[config.mk]
export PLATFORM = sky130hd
export DESIGN_NAME = double_ended_queue_flat
export DESIGN_NICKNAME = d
export VERILOG_FILES = /design/src/sv/deq_pkg.sv /design/src/sv/deq_if.sv /design/src/sv/deq_ram.sv /design/src/sv/deq_ctrl.sv /design/src/sv/deq_dp.sv /design/src/sv/double_ended_queue.sv /design/src/flat_wrapper.sv
export SDC_FILE = /design/constraint.sdc
export NUM_CORES = 1
export LEC_CHECK = 0
export ABC_AREA = 1
export CORE_MARGIN = 3
export CORE_UTILIZATION = 30
export DETAILED_ROUTE_END_ITERATION = 10
export DONT_BUFFER_PORTS = 1
export HOLD_SLACK_MARGIN = 0.15
export PLACE_DENSITY = 0.54
export SYNTH_ARGS = -nofsm -noshare
export SYNTH_HDL_FRONTEND = slang
export SYNTH_HIERARCHICAL = 1
export SYNTH_SLANG_ARGS = --single-unit
export TNS_END_PERCENT = 30
[constraint.sdc]
create_clock -name i_clk -period 3.03 [get_ports i_clk]
set_input_delay 0.606 -clock i_clk [delete_from_list [all_inputs] [get_ports i_clk]]
set_output_delay 0.606 -clock i_clk [all_outputs]
set_load 0.02 [all_outputs]
[src/sv/deq_pkg.sv]
package deq_pkg;

    localparam int DEPTH  = 16;
    localparam int ADDR_W = $clog2(DEPTH);
    localparam int CNT_W  = $clog2(DEPTH + 1);
    localparam int WORD_W = 32;
    localparam int KIND_W = 3;
    localparam int STAT_W = 2;

    localparam logic [KIND_W-1:0] KIND_PUSH_FRONT = 3'd0;
    localparam logic [KIND_W-1:0] KIND_PUSH_BACK  = 3'd1;
    localparam logic [KIND_W-1:0] KIND_POP_FRONT  = 3'd2;
    localparam logic [KIND_W-1:0] KIND_POP_BACK   = 3'd3;
    localparam logic [KIND_W-1:0] KIND_CLEAR      = 3'd4;

    localparam logic [STAT_W-1:0] ST_OK    = 2'd0;
    localparam logic [STAT_W-1:0] ST_EMPTY = 2'd1;
    localparam logic [STAT_W-1:0] ST_FULL  = 2'd2;

    localparam logic [ADDR_W-1:0] LAST_IDX = ADDR_W'(DEPTH - 1);
    localparam logic [CNT_W-1:0]  FULL_CNT = CNT_W'(DEPTH);

    typedef struct packed {
        logic take;
        logic load;
    } t_cmd;

    function automatic logic [ADDR_W-1:0] wrap_inc(input logic [ADDR_W-1:0] i);
        return (i == LAST_IDX) ? '0 : i + ADDR_W'(1);
    endfunction

    function automatic logic [ADDR_W-1:0] wrap_dec(input logic [ADDR_W-1:0] i);
        return (i == '0) ? LAST_IDX : i - ADDR_W'(1);
    endfunction

endpackage

[src/sv/deq_if.sv]
interface deq_req_if;
    logic                                valid;
    logic                                ready;
    logic        [deq_pkg::KIND_W-1:0]   kind;
    logic signed [deq_pkg::WORD_W-1:0]   value;

    modport source (output valid, output kind, output value, input ready);
    modport sink   (input valid, input kind, input value, output ready);
endinterface

interface deq_rsp_if;
    logic                                valid;
    logic                                ready;
    logic signed [deq_pkg::WORD_W-1:0]   popped;
    logic        [deq_pkg::STAT_W-1:0]   status;
    logic        [deq_pkg::CNT_W-1:0]    count;
    logic                                vacant;

    modport source (output valid, output popped, output status, output count,
                    output vacant, input ready);
    modport sink   (input valid, input popped, input status, input count,
                    input vacant, output ready);
endinterface

[src/sv/deq_ram.sv]
module deq_ram #(
    parameter int WIDTH = 32,
    parameter int DEPTH = 16
) (
    input  logic                     i_clk,
    input  logic                     i_we,
    input  logic [$clog2(DEPTH)-1:0] i_waddr,
    input  logic [WIDTH-1:0]         i_wdata,
    input  logic [$clog2(DEPTH)-1:0] i_raddr,
    output logic [WIDTH-1:0]         o_rdata
);

    logic [WIDTH-1:0] r_mem [DEPTH];
    logic [WIDTH-1:0] r_rdata;

    always_ff @(posedge i_clk) begin
        if (i_we) begin
            r_mem[i_waddr] <= i_wdata;
        end
        r_rdata <= r_mem[i_raddr];
    end

    assign o_rdata = r_rdata;

endmodule

[src/sv/deq_ctrl.sv]
module deq_ctrl (
    input  logic           i_clk,
    input  logic           i_rst_n,
    input  logic           i_req_valid,
    output logic           o_req_ready,
    output logic           o_rsp_valid,
    input  logic           i_rsp_ready,
    output deq_pkg::t_cmd  o_cmd
);

    localparam logic [1:0] S_IDLE = 2'd0;
    localparam logic [1:0] S_READ = 2'd1;
    localparam logic [1:0] S_SEND = 2'd2;

    logic [1:0] r_state;
    logic [1:0] n_state;

    always_comb begin
        n_state = r_state;
        unique case (r_state)
            S_IDLE: begin
                if (i_req_valid) begin
                    n_state = S_READ;
                end
            end
            S_READ: begin
                n_state = S_SEND;
            end
            S_SEND: begin
                if (i_rsp_ready) begin
                    n_state = S_IDLE;
                end
            end
            default: begin
                n_state = S_IDLE;
            end
        endcase
    end

    always_ff @(posedge i_clk) begin
        if (!i_rst_n) begin
            r_state <= S_IDLE;
        end else begin
            r_state <= n_state;
        end
    end

    assign o_req_ready = (r_state == S_IDLE);
    assign o_rsp_valid = (r_state == S_SEND);
    assign o_cmd.take  = (r_state == S_IDLE) && i_req_valid;
    assign o_cmd.load  = (r_state == S_READ);

endmodule

[src/sv/deq_dp.sv]
module deq_dp (
    input  logic                                i_clk,
    input  logic                                i_rst_n,
    input  deq_pkg::t_cmd                       i_cmd,
    input  logic        [deq_pkg::KIND_W-1:0]   i_kind,
    input  logic signed [deq_pkg::WORD_W-1:0]   i_value,
    output logic signed [deq_pkg::WORD_W-1:0]   o_popped,
    output logic        [deq_pkg::STAT_W-1:0]   o_status,
    output logic        [deq_pkg::CNT_W-1:0]    o_count,
    output logic                                o_vacant
);

    logic [deq_pkg::ADDR_W-1:0] r_front;
    logic [deq_pkg::ADDR_W-1:0] r_back;
    logic [deq_pkg::CNT_W-1:0]  r_count;
    logic [deq_pkg::STAT_W-1:0] r_status;
    logic                       r_do_pop;
    logic [deq_pkg::WORD_W-1:0] r_popped;

    logic                       push_front;
    logic                       push_back;
    logic                       pop_front;
    logic                       pop_back;
    logic                       is_full;
    logic                       no_entries;
    logic                       push_ok;
    logic                       pop_ok;
    logic                       we;
    logic [deq_pkg::ADDR_W-1:0] waddr;
    logic [deq_pkg::ADDR_W-1:0] raddr;
    logic [deq_pkg::WORD_W-1:0] rdata;
    logic [deq_pkg::STAT_W-1:0] status;

    assign push_front = (i_kind == deq_pkg::KIND_PUSH_FRONT);
    assign push_back  = (i_kind == deq_pkg::KIND_PUSH_BACK);
    assign pop_front  = (i_kind == deq_pkg::KIND_POP_FRONT);
    assign pop_back   = (i_kind == deq_pkg::KIND_POP_BACK);
    assign is_full    = (r_count == deq_pkg::FULL_CNT);
    assign no_entries = (r_count == '0);
    assign push_ok    = (push_front || push_back) && !is_full;
    assign pop_ok     = (pop_front || pop_back) && !no_entries;

    always_comb begin
        priority if ((push_front || push_back) && is_full) begin
            status = deq_pkg::ST_FULL;
        end else if ((pop_front || pop_back) && no_entries) begin
            status = deq_pkg::ST_EMPTY;
        end else begin
            status = deq_pkg::ST_OK;
        end
    end

    assign we    = i_cmd.take && push_ok;
    assign waddr = push_front ? deq_pkg::wrap_dec(r_front) : r_back;
    assign raddr = pop_front ? r_front : deq_pkg::wrap_dec(r_back);

    deq_ram #(
        .WIDTH (deq_pkg::WORD_W),
        .DEPTH (deq_pkg::DEPTH)
    ) u_ram (
        .i_clk   (i_clk),
        .i_we    (we),
        .i_waddr (waddr),
        .i_wdata (i_value),
        .i_raddr (raddr),
        .o_rdata (rdata)
    );

    always_ff @(posedge i_clk) begin
        if (!i_rst_n) begin
            r_front <= '0;
            r_back  <= '0;
            r_count <= '0;
        end else if (i_cmd.take) begin
            if (i_kind == deq_pkg::KIND_CLEAR) begin
                r_front <= '0;
                r_back  <= '0;
                r_count <= '0;
            end else if (push_ok) begin
                if (push_front) begin
                    r_front <= deq_pkg::wrap_dec(r_front);
                end else begin
                    r_back <= deq_pkg::wrap_inc(r_back);
                end
                r_count <= r_count + deq_pkg::CNT_W'(1);
            end else if (pop_ok) begin
                if (pop_front) begin
                    r_front <= deq_pkg::wrap_inc(r_front);
                end else begin
                    r_back <= deq_pkg::wrap_dec(r_back);
                end
                r_count <= r_count - deq_pkg::CNT_W'(1);
            end
        end
    end

    always_ff @(posedge i_clk) begin
        if (i_cmd.take) begin
            r_status <= status;
            r_do_pop <= pop_ok;
        end
        if (i_cmd.load) begin
            r_popped <= r_do_pop ? rdata : '0;
        end
    end

    assign o_popped = r_popped;
    assign o_status = r_status;
    assign o_count  = r_count;
    assign o_vacant = no_entries;

endmodule

[src/sv/double_ended_queue.sv]
// Bounded double-ended queue of signed 32-bit words in a circular store of
// deq_pkg::DEPTH entries. Each request pushes at the front or back, pops from
// the front or back, or clears; it returns exactly one response carrying the
// popped word (zero unless a pop succeeded), a status (ok, pop on empty, push
// on full), the entry count after the request and an empty flag. A failed
// request leaves the queue untouched; unused kind codes act as no-ops. One
// request is in flight at a time: the acceptance cycle updates the indices
// and issues the store access, the next cycle collects the registered read of
// the store, and the response then holds until taken. The next request is
// accepted in the cycle after the response is taken.
module double_ended_queue (
    input  logic  i_clk,
    input  logic  i_rst_n,
    deq_req_if.sink   i_req,
    deq_rsp_if.source o_rsp
);

    deq_pkg::t_cmd cmd;

    deq_ctrl u_ctrl (
        .i_clk       (i_clk),
        .i_rst_n     (i_rst_n),
        .i_req_valid (i_req.valid),
        .o_req_ready (i_req.ready),
        .o_rsp_valid (o_rsp.valid),
        .i_rsp_ready (o_rsp.ready),
        .o_cmd       (cmd)
    );

    deq_dp u_dp (
        .i_clk    (i_clk),
        .i_rst_n  (i_rst_n),
        .i_cmd    (cmd),
        .i_kind   (i_req.kind),
        .i_value  (i_req.value),
        .o_popped (o_rsp.popped),
        .o_status (o_rsp.status),
        .o_count  (o_rsp.count),
        .o_vacant (o_rsp.vacant)
    );

endmodule

[src/flat_wrapper.sv]
// flat-port wrapper written by rule: the top's interface ports become plain ports
module double_ended_queue_flat 
  (i_clk, i_rst_n, i_req_valid, i_req_kind, i_req_value, i_req_ready, o_rsp_valid, o_rsp_popped, o_rsp_status, o_rsp_count, o_rsp_vacant, o_rsp_ready);
  deq_req_if i_req_i ();
  deq_rsp_if o_rsp_i ();
  input  logic i_clk;
  input  logic i_rst_n;
  input wire logic [$bits(i_req_i.valid)-1:0] i_req_valid;
  input wire logic [$bits(i_req_i.kind)-1:0] i_req_kind;
  input wire logic [$bits(i_req_i.value)-1:0] i_req_value;
  output wire logic [$bits(i_req_i.ready)-1:0] i_req_ready;
  output wire logic [$bits(o_rsp_i.valid)-1:0] o_rsp_valid;
  output wire logic [$bits(o_rsp_i.popped)-1:0] o_rsp_popped;
  output wire logic [$bits(o_rsp_i.status)-1:0] o_rsp_status;
  output wire logic [$bits(o_rsp_i.count)-1:0] o_rsp_count;
  output wire logic [$bits(o_rsp_i.vacant)-1:0] o_rsp_vacant;
  input wire logic [$bits(o_rsp_i.ready)-1:0] o_rsp_ready;
  assign i_req_i.valid = i_req_valid;
  assign i_req_i.kind = i_req_kind;
  assign i_req_i.value = i_req_value;
  assign i_req_ready = i_req_i.ready;
  assign o_rsp_valid = o_rsp_i.valid;
  assign o_rsp_popped = o_rsp_i.popped;
  assign o_rsp_status = o_rsp_i.status;
  assign o_rsp_count = o_rsp_i.count;
  assign o_rsp_vacant = o_rsp_i.vacant;
  assign o_rsp_i.ready = o_rsp_ready;
  double_ended_queue u_core (.i_clk(i_clk), .i_rst_n(i_rst_n), .i_req(i_req_i), .o_rsp(o_rsp_i));
endmodule
=== Yosys cells after proc, flatten, opt, wreduce, memory -nomap -nowiden ===
Memory sizes are Yosys's and may differ from the RTL's. A register that Yosys moved wholly into a read port is not among the register bits.
Cells that the tools add are included.

* RAM bits: 512
* Word-level logic and storage cells: 74
* Flip-flop bits (word level): 50
* Memories kept: 1

* Add/sub/neg operators: 6
* Reduce and logical (&&, ||, !) cells: 21
* Multiplexer cells: 25
* Eq/ne operators: 14

{| class="wikitable"
|+ Memory list
! memory !! words !! bits a word !! rd ports !! clocked after Yosys merged registers in !! write ports !! RTL line !! source
|-
| u_core.u_dp.u_ram.r_mem || 16 || 32 || 1 || 1 || 1 || deq_ram.sv:13 || <nowiki>logic [WIDTH-1:0] r_mem [DEPTH];</nowiki>
|}

{| class="wikitable"
|+ Operators by type and width
! cell !! count
|-
| 4-bit two-way mux || 16
|-
| 5-bit two-way mux || 3
|-
| 4-bit by 1-bit adder with 4-bit output, second input constant || 2
|-
| 4-bit == test, second input constant || 2
|-
| 4-bit logical NOT || 2
|-
| 4-bit AND reduction || 2
|-
| 4-bit by 1-bit subtractor with 4-bit output, second input constant || 2
|-
| 3-bit by 2-bit == test with 1-bit output, second input constant || 2
|-
| 1-bit logical AND || 6
|-
| 3-bit by 2-bit inequality test with 1-bit output, second input constant || 2
|-
| 2-bit case mux with 3 select lines || 1
|-
| 3-bit nonzero test || 2
|-
| 5-bit by 1-bit adder with 5-bit output, second input constant || 1
|-
| 5-bit == test, second input constant || 1
|-
| 5-bit logical NOT || 1
|-
| 5-bit by 1-bit subtractor with 5-bit output, second input constant || 1
|-
| 2-bit two-way mux || 2
|-
| 2-bit AND reduction || 2
|-
| 3-bit by 1-bit == test with 1-bit output, second input constant || 1
|-
| 3-bit == test, second input constant || 1
|-
| 3-bit logical NOT || 1
|-
| 1-bit two-way mux || 3
|-
| 3-bit by 1-bit inequality test with 1-bit output, second input constant || 1
|-
| 2-bit by 1-bit == test with 1-bit output, second input constant || 1
|-
| other kinds (6) || 8
|}

=== Logic depth before layout (Yosys ltp) ===
* Depth in word-level cells: 6
* Gate-level depth with buffers: 16

=== Modules after synthesis ===
Netlist, hierarchy kept.

{| class="wikitable"
|+ Modules (own cells, without submodules)
! module !! seq. area each (µm²) !! cells each !! area an instance (µm²) !! times used
|-
| deq_ram || 16015.4 || 2120 || 22730.6 || 1
|-
| deq_dp || 1311.3 || 301 || 2571.2 || 1
|-
| deq_ctrl || 40.0 || 17 || 112.6 || 1
|}

=== Worst setup path before layout ===
OpenSTA, ideal clock, no wires.

* Kind: input port to flip-flop
* Start: input port i_req_valid
* End: memory u_core.u_dp.u_ram.r_mem[12][0], enable pin
* Setup time: 0.421 ns
* Slack: -0.206 ns
* Stages on the path: 6
* Path buffers: 0
* Required time: 2.609 ns
* Arrival time: 2.815 ns
* Path through: inv_1 -> nor2_1 -> inv_1 -> nor2_1 -> nand3_1 -> nor2_1

{| class="wikitable"
|+ RTL lines
! element !! RTL line !! source
|-
| from (decl) || flat_wrapper.sv:8 || <nowiki>input wire logic [$bits(i_req_i.valid)-1:0] i_req_valid;</nowiki>
|-
| to (decl) || deq_ram.sv:13 ||
|}

=== Worst setup path in the final report ===
* Start: register u_core/u_dp/r_front[0] (netlist bit)
* End: memory u_core.u_dp.u_ram.r_mem[4][29], enable pin

* Cells in the longest elaborated chain, start to end: 3

{| class="wikitable"
|+ Ends and longest elaborated chain
! element !! RTL line !! source
|-
| from (decl) || deq_dp.sv:13 || <nowiki>logic [deq_pkg::ADDR_W-1:0] r_front;</nowiki>
|-
| from (signal assigned) || deq_dp.sv:81 || <nowiki>r_front <= deq_pkg::wrap_dec(r_front);</nowiki>
|-
| from (signal assigned) || deq_dp.sv:88 || <nowiki>r_front <= deq_pkg::wrap_inc(r_front);</nowiki>
|-
| 4-bit by 1-bit subtractor with 4-bit output or 4-bit logical NOT (tied branches) || deq_pkg.sv:33 || <nowiki>return (i == '0) ? LAST_IDX : i - ADDR_W'(1);</nowiki>
|-
| 4-bit two-way mux * || deq_pkg.sv:33 ||
|-
| 4-bit two-way mux * || deq_dp.sv:54 || <nowiki>assign waddr = push_front ? deq_pkg::wrap_dec(r_front) : r_back;</nowiki>
|-
| net u_core.u_dp.waddr, one bit || deq_dp.sv:29 || <nowiki>logic [deq_pkg::ADDR_W-1:0] waddr;</nowiki>
|}

The timed path passes the listed nets; every way through them passes the cells marked *.

==> summary.txt <==
outcome -> completed
P_sw -> 0.004908 W
area occupied by registers -> 0.01737 mm^2
minimum clock period -> 2628 ps
origin of the critical flop-to-flop path -> u_core/u_dp/r_front[0]
first-pass GRT wire length -> 97.68 mm
share of post-route cells with drive strength above 1 -> 8.568%
Reg2Reg Setup Slack -> 400 ps
GRT overflow -> 0
post-route clock period utilization -> 86.74%
initial antenna violation count -> 4
Clock Tree Root -> clkbuf_16
hold_ws -> 204.3 ps
Clk pin slew, worst setup/hold paths -> 60 ps
Adder-Cell Fraction of Synth Area -> 0.4923%
Synth-to-Final Area Change -> 17.23%
DP HPWL -> 34.51 mm
final setup vio count -> 0
Max Buffers Root-to-Sink -> 3
Switching Share -> 24.97%
post-synthesis net count -> 2487
Sink Count -> 594
setup repair bufs after CTS -> 0
die width -> 297.1 um
post-layout util -> 35.54%
final wirelength -> 63.80 mm
Top delay family on crit path -> simple AND/OR/NAND/NOR gates
fraction of the mapped netlist area in compound gates -> 0.8911%
number of port buffers -> 0
Slew HR -> 49.23%
Comb power frac -> 10.4%
yosys synthesis warning count -> 6
multi-input logic area -> 0.005742 mm^2
vias per cell -> 4.362
GRT Overall Usage -> 14.39%
CTS tree -> yes
syn avg cell area -> 10.42 um^2
most used cell, CP -> o21ai_0
worst hold path startpoint -> o_rsp_ready
worst hold-check path type -> input pin to flop
DRT iter0 DRCs -> 1081
leakage -> 12.47 nW
Worst Tran Pin Value -> 761.5 ps
sequential share of the synthesized area -> 68.33%
Core Footprint -> 0.08382 mm^2
Nets -> 2549
Die ar. -> 0.08824 mm^2
io pins -> 81
vias in the first global route -> 15.75k
slowest CP cell -> nand3b_1
largest area contributor in the synthesized netlist -> edfxtp_1
Die Ht -> 297.1 um
Starting Density -> 30.32%
hold depth -> 3
CTS Buf Count -> 70
Async S/R FF share, synth -> 0%
DR DRC count -> 0
final clock skew -> 29.20 ps
worst-case vdd ir drop -> 0.4111 mV
cts repair resizes -> 0
internal power -> 0.01475 W
Crit. End Element -> flop
Reg power frac -> 47.7%
simple-gate area share of the yosys netlist -> 20.44%
pwr dens -> 659.8 mW/mm^2
vias -> 16.11k
synth cell count leaders -> nand2_1 (752), edfxtp_1 (547), inv_1 (452)
Max Cap Violations -> 0
EDFF count, synth -> 547
FILL cells -> 8347
Critical Path RT -> 3300 ps
Max Slew Vio Count -> 0
FF-to-FF path depth -> 9
Placer Congestion -> 0.7236
crit-path cells -> inv_1 -> ha_1 -> nand2_1 -> nand3_1 -> o21ai_0 -> o21ai_0 -> nand3b_1 -> nor2_4 -> buf_12
placed cells -> 3526
RSZ-0062 raised after global routing -> no
register bit total from synthesis -> 594
clock power share -> 41.9%
largest net degree at the start of global routing -> 135
top post-synthesis cells by area -> edfxtp_1 (65%), nand2_1 (11%), nand3_1 (8.0%), inv_1 (6.7%), dfxtp_1 (3.7%)
Clock Latency Late Sink -> 600 ps
largest stage delay on the critical path -> 460 ps
ANT nets after route -> 0
most frequent cell after synthesis -> nand2_1
H-tree lvl count -> 3
Main synth FF type -> edfxtp_1
post-DR wirelength/cell -> 17.27 um
non-filler cells in the finished layout -> 3693
worst hold endpoint -> u_core/u_ctrl/r_state[1]
crit path DAT -> 2890 ps
largest family of logic cells by synthesized area -> simple AND/OR/NAND/NOR gates
R2R Path End -> u_core/u_dp/u_ram/r_mem[4][29]
maximum fanout along the worst path -> 27
CP bufs+invs -> 2
Setup crit start kind -> flop
FMAX -> 380.5 MHz
Crit Path Category -> flop to flop
Post-Synthesis Cells -> 2438
post-synth cell types -> 32
Post-Synth XOR/XNOR Area -> 0.1034%
portion of netlist area occupied by mux cells -> 0%
Fin. Hold Viols -> 0
synthesized cell area -> 0.02541 mm^2
share of the synthesized area in the top cell type -> 64.63%
# rows -> 106
drt pass-1 iters -> 7
==> repair_timing <==
action,4_1_cts,5_1_grt
hold buffers,36,0
endpoints found under the hold margin,524,0
setup endpoints to repair,0,0
==> worst max-delay path by stage <==
stage / slack (ps) / cells after the start / startpoint / end
2_1_floorplan: -210 / 6 / i_req_valid / u_core/u_dp/u_ram/r_mem[12][0]
3_3_place_gp: 330 / 9 / i_req_kind[0] / u_core/u_dp/u_ram/o_rdata[2]
3_5_place_dp: 310 / 8 / i_req_kind[0] / u_core/u_dp/u_ram/r_mem[4][10]
4_1_cts: 400 / 13 / u_core/u_dp/r_back[0] / u_core/u_dp/u_ram/o_rdata[16]
5_1_grt: 220 / 13 / u_core/u_dp/r_back[0] / u_core/u_dp/u_ram/o_rdata[2]
6_report: 400 / 9 / u_core/u_dp/r_front[0] / u_core/u_dp/u_ram/r_mem[4][29]
==> power groups by stage <==
stage                     registers, W  clock network, W  logic [W]
after floorplan                0.00949                 0    0.00134
after global placement         0.00957                 0    0.00193
after detailed placement       0.00956                 0    0.00195
after CTS                      0.00939           0.00847    0.00208
after global routing           0.00940           0.00881    0.00230
final                          0.00938           0.00823    0.00205
==> per-layer routing <==
metal / track usage (%) / share of wire (%) / vias up
li1: - / - / 7990
met1: 19.41 / 46 / 7680
met2: 23.92 / 47 / 354
met3: 2.664 / 5.0 / 86
met4: 3.718 / 1.7 / 0
met5: 0 / 0 / -
==> stage by stage <==
stage | worst slack (ps) | setup TNS [ps] | instance area, um^2 | total power, W
after global routing | 218.9 | 0 | 29790 | 0.02050
after CTS | 402.1 | 0 | 29790 | 0.01994
after detailed placement | 312.2 | 0 | 27150 | 0.01150
final | 401.8 | 0 | 29790 | 0.01966
after global placement | 333.5 | 0 | 27150 | 0.01150
after floorplan | -206.2 | -98710 | 25410 | 0.01083
==> layout make-up <==
type,count,share of cell area (%)
sequential,594,58.29
multi-input combinational,1272,19.27
clock buffer,96,6.728
inverter,459,5.825
tap,1134,4.762
timing repair buffer,103,4.200
clock inverter,32,0.8987
antenna,3,0.02520
==> worst reg2reg max path: cells and delay by family, from the launching register on <==
| kind | cells | cell delay, ps |
|---|---|---|
| DFF | 1 | 410 |
| AOI/OAI and AO/OA | 2 | 330 |
| adders and majority gates | 1 | 250 |
| buffers and inverters | 2 | 440 |
| and+or+nand+nor | 4 | 840 |
==> placed cells by master, fill, tap and decap left out, types with 6 or more instances in the layout <==
cell             n
buf_4           36
nand3_1        404
o21ai_0         20
nand3_2          7
nand2_1        752
clkbuf_8         7
clkinv_2        12
clkbuf_16       74
inv_2            7
buf_12          31
nor2_1          18
a21oi_1         11
edfxtp_1       547
nand3b_1         6
clkbuf_1        15
nor2_4          19
dlygate4sd3_1   36
ha_1            10
inv_1          449
clkinv_1        10
dfxtp_1         47
==> logic make-up after synthesis <==
family / after synthesis
and+or+nand+nor: 1216
DFF: 594
buffers and inverters: 572
AOI/OAI and AO/OA: 43
adders and majority gates: 10
xor gates and xnor gates: 3
==> registers in the layout, summed over array words and instances (netlist names) <==
signal	cells
u_core/u_dp/u_ram/r_mem	512
u_core/u_dp/r_front	4
u_core/u_dp/r_do_pop	1
u_core/u_dp/u_ram/o_rdata	32
u_core/u_ctrl/r_state	2
u_core/u_dp/o_status	2
u_core/u_dp/o_count	5
u_core/u_dp/o_popped	32
u_core/u_dp/r_back	4
No activity file was read; power rests on OpenSTA's default activity.
